`config.mk`:
```
export PLATFORM = sky130hd
export DESIGN_NAME = tws_regs
export DESIGN_NICKNAME = d
export VERILOG_FILES = /design/src/rtl/core/triggered_waveform_sequencer_defines.svh /design/src/rtl/core/tws_pkg.sv /design/src/rtl/core/tws_regs.sv
export SDC_FILE = /design/constraint.sdc
export NUM_CORES = 1
export LEC_CHECK = 0
export BUFFER_PORTS_ARGS = -buffer_cell sky130_fd_sc_hd__buf_2
export CAP_MARGIN = 20
export CORE_ASPECT_RATIO = 0.75
export CORE_UTILIZATION = 50
export CTS_BUF_LIST = sky130_fd_sc_hd__clkbuf_2 sky130_fd_sc_hd__clkbuf_4 sky130_fd_sc_hd__clkbuf_8
export CTS_CLUSTER_DIAMETER = 50
export CTS_CLUSTER_SIZE = 14
export DETAILED_ROUTE_END_ITERATION = 7
export PLACE_DENSITY = 0.84
export REMOVE_ABC_BUFFERS = 1
export SLEW_MARGIN = 20
export SYNTH_ARGS = -nofsm -noshare
export SYNTH_HDL_FRONTEND = slang
export SYNTH_SLANG_ARGS = --single-unit
```
`constraint.sdc`:
```
create_clock -name clk -period 2.75 [get_ports clk]
set_input_delay 0.55 -clock clk [delete_from_list [all_inputs] [get_ports clk]]
set_output_delay 0.55 -clock clk [all_outputs]
set_load 0.01 [all_outputs]
```
`src/rtl/core/triggered_waveform_sequencer_defines.svh`:
```
// ---------------------------------------------------------------------------
// Assertion macros for the triggered waveform sequencer
// Shared concurrent assertion forms, clocked on clk and disabled in reset.
// ---------------------------------------------------------------------------
`ifndef TRIGGERED_WAVEFORM_SEQUENCER_DEFINES_SVH
`define TRIGGERED_WAVEFORM_SEQUENCER_DEFINES_SVH

// Same-cycle implication
`define TWS_ASSERT_NOW(label, ante, cons, msg) \
  label: assert property (@(posedge clk) disable iff (rst) (ante) |-> (cons)) \
    else $error(msg);

// Next-cycle implication
`define TWS_ASSERT_NEXT(label, ante, cons, msg) \
  label: assert property (@(posedge clk) disable iff (rst) (ante) |=> (cons)) \
    else $error(msg);

`endif

```
`src/rtl/core/tws_pkg.sv`:
```
// ---------------------------------------------------------------------------
// Triggered waveform sequencer package
// Sizing constants, fixed-point constants and the configuration bundle.
// ---------------------------------------------------------------------------
package tws_pkg;

  // Table and resolution sizing
  localparam int TABLE_DEPTH = 65536;
  localparam int SAMPLE_BITS = 16;
  localparam int TICK_BITS   = 24;
  localparam int ADDR_BITS   = $clog2(TABLE_DEPTH);

  // Playback length cap: the count field and the table both bound it
  localparam int COUNT_CAP_INT = (TABLE_DEPTH < 65536) ? TABLE_DEPTH : 65536;
  localparam logic [16:0] COUNT_CAP = 17'(COUNT_CAP_INT);

  // Fixed-point constants
  localparam logic [15:0] FULL_SCALE    = 16'd32768;
  localparam logic [15:0] FIXED_Z       = 16'd6554;   // 0.2 m in Q1.15
  localparam logic [16:0] DEFAULT_COUNT = 17'd40000;
  localparam logic [15:0] KEEP_MASK     = 16'(16'hFFFF << (16 - SAMPLE_BITS));
  localparam logic [TICK_BITS-1:0] TICK_MAX = {TICK_BITS{1'b1}};

  // Configuration registers as seen by the datapath
  typedef struct packed {
    logic [16:0] sample_count;
    logic        trigger_enable;
    logic [23:0] trigger_period_ticks;
    logic [23:0] trigger_rise_ticks;
    logic [23:0] trigger_fall_ticks;
  } cfg_t;

endpackage

```
`src/rtl/core/tws_regs.sv`:
```
// ---------------------------------------------------------------------------
// Triggered waveform sequencer register bank
// APB-style configuration registers with read-back; always ready.
// ---------------------------------------------------------------------------
module tws_regs (
  input  logic               clk,
  input  logic               rst,
  input  logic               psel,
  input  logic               penable,
  input  logic               pwrite,
  input  logic [4:0]         paddr,
  input  logic [31:0]        pwdata,
  output logic [31:0]        prdata,
  output logic               pready,
  output tws_pkg::cfg_t      cfg
);

  typedef enum logic [2:0] {
    REG_SAMPLE_COUNT   = 3'd0,
    REG_TRIGGER_ENABLE = 3'd1,
    REG_TRIGGER_PERIOD = 3'd2,
    REG_TRIGGER_RISE   = 3'd3,
    REG_TRIGGER_FALL   = 3'd4
  } reg_idx_t;

  logic wr;

  assign pready = 1'b1;
  assign wr     = psel && penable && pwrite && pready;

  // Hold the registers, update on a completed write beat
  always_ff @(posedge clk) begin
    if (rst) begin
      cfg.sample_count         <= tws_pkg::DEFAULT_COUNT;
      cfg.trigger_enable       <= 1'b0;
      cfg.trigger_period_ticks <= '0;
      cfg.trigger_rise_ticks   <= '0;
      cfg.trigger_fall_ticks   <= '0;
    end else if (wr) begin
      case (paddr[4:2])
        REG_SAMPLE_COUNT:   cfg.sample_count         <= pwdata[16:0];
        REG_TRIGGER_ENABLE: cfg.trigger_enable       <= pwdata[0];
        REG_TRIGGER_PERIOD: cfg.trigger_period_ticks <= pwdata[23:0];
        REG_TRIGGER_RISE:   cfg.trigger_rise_ticks   <= pwdata[23:0];
        REG_TRIGGER_FALL:   cfg.trigger_fall_ticks   <= pwdata[23:0];
        default: ;
      endcase
    end
  end

  // Read-back mux
  always_comb begin
    case (paddr[4:2])
      REG_SAMPLE_COUNT:   prdata = 32'(cfg.sample_count);
      REG_TRIGGER_ENABLE: prdata = 32'(cfg.trigger_enable);
      REG_TRIGGER_PERIOD: prdata = 32'(cfg.trigger_period_ticks);
      REG_TRIGGER_RISE:   prdata = 32'(cfg.trigger_rise_ticks);
      REG_TRIGGER_FALL:   prdata = 32'(cfg.trigger_fall_ticks);
      default:            prdata = '0;
    endcase
  end

endmodule

```
==> metrics.md <==
| Metric | Value |
|---|---|
| Vert. Die Dim | between 80 and 90 um |
| EDFF count, synth | 0 |
| CTS Hold Bufs | 0 |
| Final Wtd Congestion | about 0.79 |
| First-pass GRT wire length | roughly 19000 um |
| Dominant cell type by area after synthesis | dfxtp_1 |
| Mapped Avg Cell Area | 8.761 um^2 |
| Sw Ratio | 0.2294 |
| Yosys warnings | 0 |
| Logic pwr share | 0.085 |
| Max FFs per register | 90 |
| Post-synthesis sequential area ratio | 0.4080 |
| Post-Route WL | ~12000 um |
| Endpoints failing hold | 0 |
| Overall Global Routing Usage | 0.2652 |
| Clock share of power | 0.387 |
| Yosys top cell area share | 0.4080 |
| Synthesized flop and latch total | 90 |
| Status | finished, final reports clean |
| DRC Markers | 0 |
| NetSw | 0.5741 mW |
| Die W | around 110 um |
| Max-slew headroom | 0.3363 |
| Final setup viols | 0 |
| CP max FO | 36 |
| Cell count after synthesis | just over 500 |
| Top_reg_cell synth | dfxtp_1 |
| Detailed-router iteration count before antenna repair | 5 |
| Port buffer count | between 100 and 150 |
| Clk sinks | 90 |
| Clock Skews | 0 ns |
| # diodes | 0 |
| # Post-CTS Setup Buffers | 0 |
| Sequential power share | 0.527 |
| Cts repair resizes | 0 |
| Site row count | 29 |
| Vias in the first global route | around 3800 |
| CTS root buf | clkbuf_8 |
| Fin area | about 0.0054 mm^2 |
| CTS tree | done |
| RSZ-0062 raised after global routing | no |
| 1st-iter DRT viols | around 240 |
| Initial antenna violation count | 0 |
| Post-DP HPWL | roughly 8000 um |
| Cell Area, Synth | between 0.004 and 0.005 mm^2 |
| CTS Buf Count | 9 |
| Sum of negative setup slack | 0 ns |
| CP arrival | approximately 1.8 ns |
| Initial Util | 0.5178 |
| Peak Freq | around 430 MHz |
| Largest net degree at the start of global routing | 120 |
| Fill cells | 747 |
| Power per cell area | about 470 mW/mm^2 |
| H-tree Lvls | 3 |
| Nets | between 600 and 700 |
| Biggest register | cfg |
| Hold WC Path Type | in2reg |
| Fin. max-slew vios | 0 |
| Max-cap viol count | 0 |
| CP endpoint kind | primary output |
| Area contributors post-synth | dfxtp_1, mux2i_1, o21ai_0 |
| Routed length per instance | about 16 um |
| Worst-margin pin slew | 0.9955 ns |
| CP Class | in2out |
| CP Launch Type | input port |
| Grt total ovfl | 0 |
| Internal power | approximately 1.9 mW |
| Clk pin slew, worst setup/hold paths | about 0.08 ns |
| Peak supply drop | ~0.25 mV |
| Cell variety after synth | 26 |
| Final worst path period share | 0.8464 |
| Placed instance area | 0.005160 mm^2 |
| Leak Pwr | 2.564 nW |
| Die Area | slightly above 0.009 mm^2 |
| Most common cell in the netlist | o21ai_0 |
| WP data required | 2.20 ns |
| Tmin final | between 2 and 2.5 ns |
| P&R area growth vs syn | 21.62% |
| Routed Antenna Nets | 0 |
| Skew-Pair Late Insertion Delay | between 0.3 and 0.4 ns |
| Share of layout cells above drive strength 1 | 0.2841 |
| Post-synth top cells | o21ai_0, dfxtp_1, mux2i_1 |
| Clk buf depth | 2 |
| Ports | approximately 170 |
| Core area | 0.008527 mm^2 |
| Via-per-instance ratio | about 5.4 |
| Post-synth ARST share | 0 |
| Top Registers | cfg (90) |
| Via count | between 3000 and 4000 |
## power by group through the flow
stage / clock network [mW] / registers (mW) / logic (mW)
after global placement: 0 / 1.35 / 0.205
after global routing: 1.04 / 1.32 / 0.232
after floorplan: 0 / 1.35 / 0.0901
final: 0.970 / 1.32 / 0.214
after CTS: 0.995 / 1.32 / 0.213
after detailed placement: 0 / 1.35 / 0.212
## cells in the final DEF, fill, tap and decap left out
cell type / count
nand3b_1: 16
nor3_2: 1
o22ai_1: 1
nand2b_1: 61
nand4_1: 1
nand2b_2: 1
clkbuf_4: 1
conb_1: 9
buf_12: 1
or2_2: 3
o211ai_1: 16
buf_2: 145
bufinv_16: 2
nor2_1: 10
nor2b_1: 48
buf_4: 11
nand2_1: 24
dfxtp_1: 90
and2_1: 1
or3_1: 1
o21ai_1: 2
nand4b_4: 1
mux2i_1: 67
nor3b_2: 1
nor3_1: 1
o21a_1: 1
clkinv_2: 1
clkbuf_8: 10
or3b_2: 1
o21ai_0: 102
## cell families (layout without fill, tap and decap cells)
| logic type | Yosys count | in the layout | synth area share |
|---|---|---|---|
| mux | 67 | 67 | 0.1519 |
| flops | 90 | 90 | 0.4080 |
| other cells | 2 | 9 | 0.001701 |
| buf+inv | 52 | 171 | 0.05724 |
| compound gates | 122 | 122 | 0.1482 |
| simple gates | 171 | 171 | 0.2329 |
## critical path: stages
cell and delay, ns:
buf_2 0.28, nand2b_2 0.43, o21ai_0 0.33, buf_2 0.17
## worst paths after layout
kind	from	end	slack [ns]	cells past startpoint
worst max-delay path	paddr[3]	prdata[21]	0.42	4
worst min-delay path	pwdata[15]	cfg[88]	0.46	3
worst max register to register	cfg[44]	cfg[44]	1.94	3
worst min register to register	cfg[15]	cfg[15]	0.49	2
## area by class of cell
cell class | instances | area [um^2] | area share
Multi-Input combinational cell | 369 | 2395 | 0.4459
Sequential cell | 90 | 1802 | 0.3355
Timing Repair Buffer | 157 | 828.3 | 0.1542
Clock buffer | 11 | 145.1 | 0.02703
Tap cell | 108 | 135.1 | 0.02516
Clock inverter | 3 | 65.06 | 0.01212
## per-layer routing
metal  vias to the layer above  global-route usage  routed length, um
li1                       1947                   -                  -
met1                      1860              0.3485               5638
met2                       175              0.4291               5509
met3                        10             0.08540                905
met4                         0             0.05091                 97
met5                         -                   0                  0
## stage by stage
stage / instances / utilization / hold slack, ns / setup WS, ns / total power [mW]
final: 738 / 0.6298 / 0.4643 / 0.4223 / 2.502
after global routing: 738 / 0.6298 / 0.4695 / 0.2997 / 2.595
after detailed placement: 724 / 0.6051 / 0.4803 / 0.4217 / 1.561
after global placement: 724 / 0.6051 / 0.4696 / 0.4947 / 1.554
after CTS: 738 / 0.6298 / 0.4512 / 0.4378 / 2.527
after floorplan: 459 / - / 0.5031 / 0.06563 / 1.443
Power figures use the tool's default switching activity.
